### src/hdl/apr_pkg.sv
// Shared constants, types and helpers for the aging page replacement unit.
package apr_pkg;

    // Table geometry
    localparam int FRAMES    = 16;
    localparam int AGE_BITS  = 32;
    localparam int PAGE_BITS = 16;

    // Fixed port widths
    localparam int IN_PAGE_W = 16;
    localparam int OUT_IDX_W = 4;
    localparam int CFG_W     = 5;
    localparam int MISS_W    = 32;

    localparam int IDX_W   = (FRAMES > 1) ? $clog2(FRAMES) : 1;
    // Minimum-age search: first stage reduces groups of GROUP frames
    localparam int GROUP   = 4;
    localparam int NGROUPS = (FRAMES + GROUP - 1) / GROUP;

    localparam logic [CFG_W-1:0] CFG_RESET = CFG_W'(16);
    localparam logic [MISS_W-1:0] MISS_MAX = {MISS_W{1'b1}};

    typedef logic [PAGE_BITS-1:0] page_t;
    typedef logic [AGE_BITS-1:0]  age_t;
    typedef logic [IDX_W-1:0]     idx_t;

    localparam age_t AGE_TOP = {1'b1, {(AGE_BITS-1){1'b0}}};
    localparam age_t AGE_LOW = {1'b0, {(AGE_BITS-1){1'b1}}};

    // Commands from controller to datapath
    typedef struct packed {
        logic capture;  // latch the incoming page
        logic look;     // register compare results and group minimums
        logic commit;   // update the table and load the result register
    } cmd_t;

    // Input page field to internal page width
    function automatic page_t to_page(input logic [IN_PAGE_W-1:0] p);
        page_t r;
        r = '0;
        for (int b = 0; b < PAGE_BITS && b < IN_PAGE_W; b++) r[b] = p[b];
        return r;
    endfunction

    // Internal page to output field width
    function automatic logic [IN_PAGE_W-1:0] to_out_page(input page_t p);
        logic [IN_PAGE_W-1:0] r;
        r = '0;
        for (int b = 0; b < PAGE_BITS && b < IN_PAGE_W; b++) r[b] = p[b];
        return r;
    endfunction

    // Frame index to output field width (low bits)
    function automatic logic [OUT_IDX_W-1:0] to_out_idx(input idx_t i);
        logic [OUT_IDX_W-1:0] r;
        r = '0;
        for (int b = 0; b < OUT_IDX_W && b < IDX_W; b++) r[b] = i[b];
        return r;
    endfunction

endpackage

### src/hdl/apr_ctrl.sv
// Controller: sequences each item through look and pick, owns the output valid.
module apr_ctrl
    import apr_pkg::*;
(
    input  logic clk,
    input  logic rst_n,
    input  logic in_valid,
    output logic in_ready,
    output logic out_valid,
    input  logic out_ready,
    output cmd_t cmd
);

    typedef enum logic [1:0] {
        S_IDLE,
        S_LOOK,
        S_PICK
    } state_t;

    state_t state_reg, state_next;
    logic   out_valid_reg, out_valid_next;
    logic   can_commit;
    logic   in_acc;

    // Commit once the result register is free or being emptied
    assign can_commit = (state_reg == S_PICK) && (!out_valid_reg || out_ready);
    assign in_ready   = (state_reg == S_IDLE) || can_commit;
    assign in_acc     = in_valid && in_ready;
    assign out_valid  = out_valid_reg;

    assign cmd.capture = in_acc;
    assign cmd.look    = (state_reg == S_LOOK);
    assign cmd.commit  = can_commit;

    // Next state
    always_comb
    begin
        state_next = state_reg;
        case (state_reg)
            S_IDLE: if (in_acc) state_next = S_LOOK;
            S_LOOK: state_next = S_PICK;
            S_PICK:
            begin
                if (can_commit) state_next = in_acc ? S_LOOK : S_IDLE;
            end
            default: state_next = S_IDLE;
        endcase
    end

    // Output valid: set on commit, cleared when taken
    always_comb
    begin
        if (can_commit)
            out_valid_next = 1'b1;
        else if (out_ready)
            out_valid_next = 1'b0;
        else
            out_valid_next = out_valid_reg;
    end

    always_ff @(posedge clk or negedge rst_n)
    begin
        if (!rst_n)
        begin
            state_reg     <= S_IDLE;
            out_valid_reg <= 1'b0;
        end
        else
        begin
            state_reg     <= state_next;
            out_valid_reg <= out_valid_next;
        end
    end

endmodule

### src/hdl/apr_datapath.sv
// Datapath: frame table, tag compare, two-stage minimum-age search, result register.
module apr_datapath
    import apr_pkg::*;
(
    input  logic                 clk,
    input  logic                 rst_n,
    input  cmd_t                 cmd,
    input  logic                 cfg_wr_en,
    input  logic [CFG_W-1:0]     cfg_wr_data,
    input  logic [IN_PAGE_W-1:0] page_number,
    output logic                 hit,
    output logic [OUT_IDX_W-1:0] frame_index,
    output logic                 evicted_valid,
    output logic [IN_PAGE_W-1:0] evicted_page,
    output logic [MISS_W-1:0]    miss_count
);

    // Frame table and counters
    page_t             pages_reg [FRAMES];
    logic [FRAMES-1:0] valid_reg, valid_next;
    age_t              ages_reg  [FRAMES];
    age_t              ages_next [FRAMES];
    logic [MISS_W-1:0] misses_reg, misses_next;
    logic [CFG_W-1:0]  frames_in_use_reg;

    // Look stage registers
    page_t  page_reg;
    logic   hit_found_reg, empty_found_reg;
    idx_t   hit_idx_reg, empty_idx_reg;
    age_t   grp_age_reg [NGROUPS];
    idx_t   grp_idx_reg [NGROUPS];
    logic   grp_act_reg [NGROUPS];

    // Result register
    logic                 hit_out_reg, ev_valid_out_reg;
    logic [OUT_IDX_W-1:0] idx_out_reg;
    logic [IN_PAGE_W-1:0] ev_page_out_reg;
    logic [MISS_W-1:0]    miss_out_reg;

    // Look stage logic
    logic [FRAMES-1:0] active, match, empty;
    logic hit_found, empty_found;
    idx_t hit_idx, empty_idx;
    age_t grp_age [NGROUPS];
    idx_t grp_idx [NGROUPS];
    logic grp_act [NGROUPS];

    // Pick stage logic
    logic best_found;
    age_t best_age;
    idx_t best_idx, slot;
    logic evict;

    // Tag compare, empty detect and priority encode over active frames
    always_comb
    begin
        hit_found   = 1'b0;
        empty_found = 1'b0;
        hit_idx     = '0;
        empty_idx   = '0;
        for (int k = 0; k < FRAMES; k++)
        begin
            active[k] = (k == 0) || (int'(frames_in_use_reg) > k);
            match[k]  = active[k] && valid_reg[k] && (pages_reg[k] == page_reg);
            empty[k]  = active[k] && !valid_reg[k];
        end
        for (int k = FRAMES - 1; k >= 0; k--)
        begin
            if (match[k])
            begin
                hit_found = 1'b1;
                hit_idx   = idx_t'(k);
            end
            if (empty[k])
            begin
                empty_found = 1'b1;
                empty_idx   = idx_t'(k);
            end
        end
    end

    // First level of the minimum search: smallest age per group, lowest index on ties
    always_comb
    begin
        for (int g = 0; g < NGROUPS; g++)
        begin
            grp_act[g] = 1'b0;
            grp_age[g] = '0;
            grp_idx[g] = '0;
            for (int j = 0; j < GROUP; j++)
            begin
                if (g * GROUP + j < FRAMES)
                begin
                    if (active[g * GROUP + j] &&
                        (!grp_act[g] || ages_reg[g * GROUP + j] < grp_age[g]))
                    begin
                        grp_act[g] = 1'b1;
                        grp_age[g] = ages_reg[g * GROUP + j];
                        grp_idx[g] = idx_t'(g * GROUP + j);
                    end
                end
            end
        end
    end

    // Second level of the minimum search across groups
    always_comb
    begin
        best_found = 1'b0;
        best_age   = '0;
        best_idx   = '0;
        for (int g = 0; g < NGROUPS; g++)
        begin
            if (grp_act_reg[g] && (!best_found || grp_age_reg[g] < best_age))
            begin
                best_found = 1'b1;
                best_age   = grp_age_reg[g];
                best_idx   = grp_idx_reg[g];
            end
        end
    end

    // Slot choice: hit, else first empty frame, else oldest frame
    assign evict = !hit_found_reg && !empty_found_reg;
    always_comb
    begin
        if (hit_found_reg)
            slot = hit_idx_reg;
        else if (empty_found_reg)
            slot = empty_idx_reg;
        else
            slot = best_idx;
    end

    // Table update: age every frame, then mark the touched one
    always_comb
    begin
        valid_next  = valid_reg;
        misses_next = misses_reg;
        for (int k = 0; k < FRAMES; k++) ages_next[k] = ages_reg[k] >> 1;
        if (hit_found_reg)
        begin
            ages_next[slot] = (ages_reg[slot] >> 1) | AGE_TOP;
        end
        else
        begin
            ages_next[slot]  = AGE_LOW;
            valid_next[slot] = 1'b1;
            if (misses_reg != MISS_MAX) misses_next = misses_reg + 1'b1;
        end
    end

    // Control state, ages and counters
    always_ff @(posedge clk or negedge rst_n)
    begin
        if (!rst_n)
        begin
            valid_reg         <= '0;
            misses_reg        <= '0;
            frames_in_use_reg <= CFG_RESET;
            for (int k = 0; k < FRAMES; k++) ages_reg[k] <= '0;
        end
        else
        begin
            if (cfg_wr_en) frames_in_use_reg <= cfg_wr_data;
            if (cmd.commit)
            begin
                valid_reg  <= valid_next;
                misses_reg <= misses_next;
                for (int k = 0; k < FRAMES; k++) ages_reg[k] <= ages_next[k];
            end
        end
    end

    // Payload registers: pages, look stage, result
    always_ff @(posedge clk)
    begin
        if (cmd.capture) page_reg <= to_page(page_number);
        if (cmd.look)
        begin
            hit_found_reg   <= hit_found;
            hit_idx_reg     <= hit_idx;
            empty_found_reg <= empty_found;
            empty_idx_reg   <= empty_idx;
            for (int g = 0; g < NGROUPS; g++)
            begin
                grp_age_reg[g] <= grp_age[g];
                grp_idx_reg[g] <= grp_idx[g];
                grp_act_reg[g] <= grp_act[g];
            end
        end
        if (cmd.commit)
        begin
            if (!hit_found_reg) pages_reg[slot] <= page_reg;
            hit_out_reg      <= hit_found_reg;
            idx_out_reg      <= to_out_idx(slot);
            ev_valid_out_reg <= evict;
            ev_page_out_reg  <= evict ? to_out_page(pages_reg[slot]) : '0;
            miss_out_reg     <= misses_next;
        end
    end

    assign hit           = hit_out_reg;
    assign frame_index   = idx_out_reg;
    assign evicted_valid = ev_valid_out_reg;
    assign evicted_page  = ev_page_out_reg;
    assign miss_count    = miss_out_reg;

endmodule

### src/hdl/aging_page_replacement_unit.sv
// Top level of the aging page replacement unit.
//
// One item on the input channel (in_valid/in_ready) is one page reference,
// page_number. For each item exactly one result leaves on the output channel
// (out_valid/out_ready): hit, frame_index, evicted_valid, evicted_page and
// the saturating miss_count after this reference.
// An accepted item passes the look step and then the pick step; the tag
// compare and the first level of the minimum-age search are registered in
// the look cycle, the second level, slot choice and table write-back take
// the pick cycle, and the next item is taken in that same pick cycle once
// the result commits. The result sits in an output register; while the
// receiver stalls, one further item is still taken and held at the pick
// step until the output register frees up.
// Reset clears all valid marks, ages, the miss count and the output valid,
// and sets frames_in_use to 16. cfg_wr_en/cfg_wr_data write frames_in_use
// (0 acts as 1, above 16 acts as 16); write it only while the unit is idle.
module aging_page_replacement_unit
    import apr_pkg::*;
(
    input  logic                 clk,
    input  logic                 rst_n,
    input  logic                 cfg_wr_en,
    input  logic [CFG_W-1:0]     cfg_wr_data,
    input  logic                 in_valid,
    output logic                 in_ready,
    input  logic [IN_PAGE_W-1:0] page_number,
    output logic                 out_valid,
    input  logic                 out_ready,
    output logic                 hit,
    output logic [OUT_IDX_W-1:0] frame_index,
    output logic                 evicted_valid,
    output logic [IN_PAGE_W-1:0] evicted_page,
    output logic [MISS_W-1:0]    miss_count
);

    cmd_t cmd;

    apr_ctrl u_ctrl (
        .clk       (clk),
        .rst_n     (rst_n),
        .in_valid  (in_valid),
        .in_ready  (in_ready),
        .out_valid (out_valid),
        .out_ready (out_ready),
        .cmd       (cmd)
    );

    apr_datapath u_datapath (
        .clk           (clk),
        .rst_n         (rst_n),
        .cmd           (cmd),
        .cfg_wr_en     (cfg_wr_en),
        .cfg_wr_data   (cfg_wr_data),
        .page_number   (page_number),
        .hit           (hit),
        .frame_index   (frame_index),
        .evicted_valid (evicted_valid),
        .evicted_page  (evicted_page),
        .miss_count    (miss_count)
    );

endmodule

### config.mk
export PLATFORM = sky130hd
export DESIGN_NAME = aging_page_replacement_unit
export DESIGN_NICKNAME = d
export VERILOG_FILES = /design/src/hdl/apr_pkg.sv /design/src/hdl/apr_ctrl.sv /design/src/hdl/apr_datapath.sv /design/src/hdl/aging_page_replacement_unit.sv
export SDC_FILE = /design/constraint.sdc
export NUM_CORES = 2
export LEC_CHECK = 0
export BUFFER_PORTS_ARGS = -buffer_cell sky130_fd_sc_hd__buf_2
export CORE_MARGIN = 1.5
export CORE_UTILIZATION = 45
export CTS_CLUSTER_SIZE = 30
export DETAILED_ROUTE_END_ITERATION = 12
export PLACE_DENSITY = 0.64
export SKIP_LAST_GASP = 1
export SYNTH_ARGS = -nofsm -noshare
export SYNTH_HDL_FRONTEND = slang
export SYNTH_SLANG_ARGS = --single-unit
### constraint.sdc
create_clock -name clk -period 8.5 [get_ports clk]
set_input_delay 0 -clock clk [delete_from_list [all_inputs] [get_ports clk]]
set_output_delay 0 -clock clk [all_outputs]
set_load 0.05 [all_outputs]
==> metrics.log <==
[metrics] flip-flop count of the largest register after layout: roughly 510
[metrics] # IOs: between 80 and 90
[metrics] RSZ-0062 raised after global routing: yes
[metrics] clock tree from TritonCTS: built
[metrics] net count of the finished layout: 8030
[metrics] number of buffers on the longest clock path: 3
[metrics] sequential cell area: 28590 um2
[metrics] maximum number of pins on one net before global-route repair: between 150 and 200
[metrics] Most Frequent Cell on Critical Path: sky130_fd_sc_hd__buf_4
[metrics] class of the tightest hold or removal check: in -> reg
[metrics] Total Routed Length: ~220000 um
[metrics] deepest level of the CTS H-tree: 3
[metrics] worst setup slack after layout: -523.2 ps
[metrics] aggregate negative setup slack: -199570 ps
[metrics] final clock skew: between 60 and 70 ps
[metrics] die span in x: 379.8 um
[metrics] count of input and output buffers: 81
[metrics] cts bufs inserted: approximately 120
[metrics] highest net fanout along the worst path: 8
[metrics] ys async rst share: 0.5425
[metrics] die span in y: 379.8 um
[metrics] Fmax achieved: 110.8 MHz
[metrics] post-route fraction of the period consumed by the critical path: 1.062
[metrics] top cell type by total area after synthesis: sky130_fd_sc_hd__edfxtp_1
[metrics] number of violations of the max-capacitance limit: 0
[metrics] Starting Density: 0.4525
[metrics] tightest slew margin relative to the limit: 0.07470
[metrics] final setup fails: 795
[metrics] count of vias placed by the detailed router: ~57000
[metrics] RD Place Congestion: 0.9605
[metrics] leak pwr: 33.66 nW
[metrics] area share of the largest cell type after synthesis: 0.2246
[metrics] floorplan die area: 144300 um2
[metrics] antenna violations before repair: 5
[metrics] number of flops mapped to enable cells by yosys: around 480
[metrics] Clock Root Buffer: sky130_fd_sc_hd__clkbuf_16
[metrics] Crit Path Category: reg -> reg
[metrics] Post-Place Worst Slack: -996.2 ps
[metrics] status: finished with violations
[metrics] layout-stage area growth over the synthesis result: 27.68%
[metrics] clock slew seen by the registers of the worst setup and hold paths: 60 ps
[metrics] most common library cell in the layout ignoring fill and taps: sky130_fd_sc_hd__buf_4
[metrics] cell area after synthesis: around 64000 um2
[metrics] failing checks: setup timing
[metrics] final hold violation count: 0
[metrics] gr usage total: 0.3001
[metrics] top library cells by usage in the layout, fill and taps aside: sky130_fd_sc_hd__buf_4, sky130_fd_sc_hd__nand2_1, sky130_fd_sc_hd__dfrtp_1
[metrics] syn nets: slightly above 7000
[metrics] Total Power Consumption: 41.58 mW
[metrics] placeable core region: between 100000 and 150000 um2
[metrics] required time of the critical path: ~9000 ps
[metrics] crit path launch type: flop
[metrics] vias in the first global route: 54870
[metrics] Power Dens Cells: ~510 nW/um2
[metrics] Synth cell types: 91
[metrics] first drt pass iteration count: 6
[metrics] Min Clock Period, post-route: 9023 ps
[metrics] data arrival time of the critical path: between 9000 and 10000 ps
[metrics] average vias per placed instance: 5.977
[metrics] sinks on the clock net: 1047
[metrics] instance count of the mapped netlist: 6652
[metrics] Main synth FF type: sky130_fd_sc_hd__dfrtp_1
[metrics] longest individual stage delay on the worst path: 480 ps
[metrics] transition time of the tightest slew-check pin: 1388 ps
[metrics] overflow left after global routing: 0
[metrics] multi-input gate area in the final layout: about 34000 um2
[metrics] residual antenna-violating net count after detailed routing: 0
[metrics] DRC violation count after routing: 0
[metrics] average size of a mapped cell: 9.607 um2
[metrics] sequential-to-total area share from yosys stat: 0.4474
[metrics] number of fill cells: approximately 12000
[metrics] crit path capture type: flop
[metrics] layout cell share with drive strength beyond 1: 0.2255
[metrics] Avg WL per Cell: 23.51 um
[metrics] clock latency at the later pin of the worst-skew pair: 790 ps
[metrics] wire length of the first global-routing pass: 337100 um
[metrics] placed wire-length estimate after detailed placement: around 150000 um
[metrics] top cells by area in the synthesized netlist: sky130_fd_sc_hd__edfxtp_1, sky130_fd_sc_hd__dfrtp_1, sky130_fd_sc_hd__ha_1, sky130_fd_sc_hd__nand2_1, sky130_fd_sc_hd__mux2i_1
[metrics] Ys Warns: 0
[metrics] total of flip-flops plus latches after synthesis: 1047
[metrics] initial detailed-routing violation count: 5813
[metrics] slowest cell on the critical path: sky130_fd_sc_hd__a32oi_1
[metrics] number of placement rows: 138
[metrics] Slew Limit Fails: 0
[metrics] worst vdd ir: approximately 0.32 mV
-- final cells by class --
type,count,area share
multi-input cells,4893,0.4196
flip-flops and latches,1047,0.3504
repair buffers,1200,0.1379
clock buffers,168,0.04022
well taps,1890,0.02898
inverters,279,0.01311
clock inverters,54,0.009691
diodes,2,0.00006134
-- routing by layer --
| metal | share of wire | up-vias | GRT usage |
|---|---|---|---|
| met4 | 0.047 | 4 | 0.1330 |
| met5 | 0.00012 | - | 0 |
| met2 | 0.45 | 2503 | 0.4723 |
| li1 | - | 26040 | - |
| met3 | 0.075 | 490 | 0.04055 |
| met1 | 0.43 | 27940 | 0.4129 |
-- worst paths after layout --
path                                            from                         endpoint  slack [ps]  cells after the start
max reg2reg                u_datapath.grp_act_reg[0]       u_datapath.evicted_page[8]        -520                     48
min                                   cfg_wr_data[1]  u_datapath.frames_in_use_reg[1]          80                      3
min in group asynchronous                      rst_n         u_datapath.ages_reg[472]         460                      4
max in group asynchronous                      rst_n          u_datapath.ages_reg[75]        6520                      5
max                        u_datapath.grp_act_reg[0]       u_datapath.evicted_page[8]        -520                     48
min reg2reg                 u_datapath.misses_reg[7]         u_datapath.misses_reg[7]         500                      1
-- synthesized netlist by cell type, types with 119 or more instances --
cell / number
sky130_fd_sc_hd__nand2_1: 835
sky130_fd_sc_hd__dfrtp_1: 567
sky130_fd_sc_hd__edfxtp_1: 478
sky130_fd_sc_hd__a21oi_1: 477
sky130_fd_sc_hd__ha_1: 466
sky130_fd_sc_hd__o21ai_0: 463
sky130_fd_sc_hd__nor2_1: 438
sky130_fd_sc_hd__mux2i_1: 300
sky130_fd_sc_hd__inv_1: 276
sky130_fd_sc_hd__clkbuf_1: 264
sky130_fd_sc_hd__xnor2_1: 223
sky130_fd_sc_hd__nand4_1: 175
sky130_fd_sc_hd__o22a_1: 151
sky130_fd_sc_hd__a21o_1: 134
sky130_fd_sc_hd__nor3_1: 119
-- repair_timing --
action                                 CTS  global route
endpoints found under the hold margin  126             0
pin swaps                               37            64
hold buffers                            45             0
setup buffers                           73            26
setup endpoints to repair              920           937
resized for setup                      208           237
gates cloned                            24             7
-- logic make-up (layout without fill, tap and decap cells) --
| kind of cell | Yosys count | after routing | synth area share |
|---|---|---|---|
| compound gates | 1811 | 1811 | 0.1776 |
| xor+xnor | 318 | 318 | 0.04358 |
| mux | 342 | 342 | 0.05439 |
| simple gates | 1956 | 1956 | 0.1402 |
| other cells | 0 | 2 | 0 |
| buf+inv | 712 | 1701 | 0.04558 |
| flops | 1047 | 1047 | 0.4474 |
| fa+ha+maj | 466 | 466 | 0.09124 |
-- report_power, final --
group          total (mW)  internal [mW]  switching, mW
Combinational        27.0           13.3           13.8
Sequential           9.15           7.26           1.89
Clock                5.40           3.15           2.25
Total                41.6           23.7           17.9
-- worst max-delay path: cells and delay by family (launching register included) --
kind | cells | cell delay (ps)
compound gates | 16 | 2910
buf+inv | 18 | 2850
simple gates | 11 | 1780
fa+ha+maj | 3 | 840
flops | 1 | 370
-- stage by stage --
stage               utilization  cell area (um2)  hold slack [ps]  instances
floorplan                     -            64060           -295.6       6652
CTS                      0.5683            80260            32.64       9501
global placement         0.5195            73380            85.18       9137
finish                   0.5777            81600            80.98       9533
detailed placement       0.5195            73380            88.21       9137
global route             0.5777            81590            70.90       9531
Note: power is estimated with default switching activity, not from simulation.
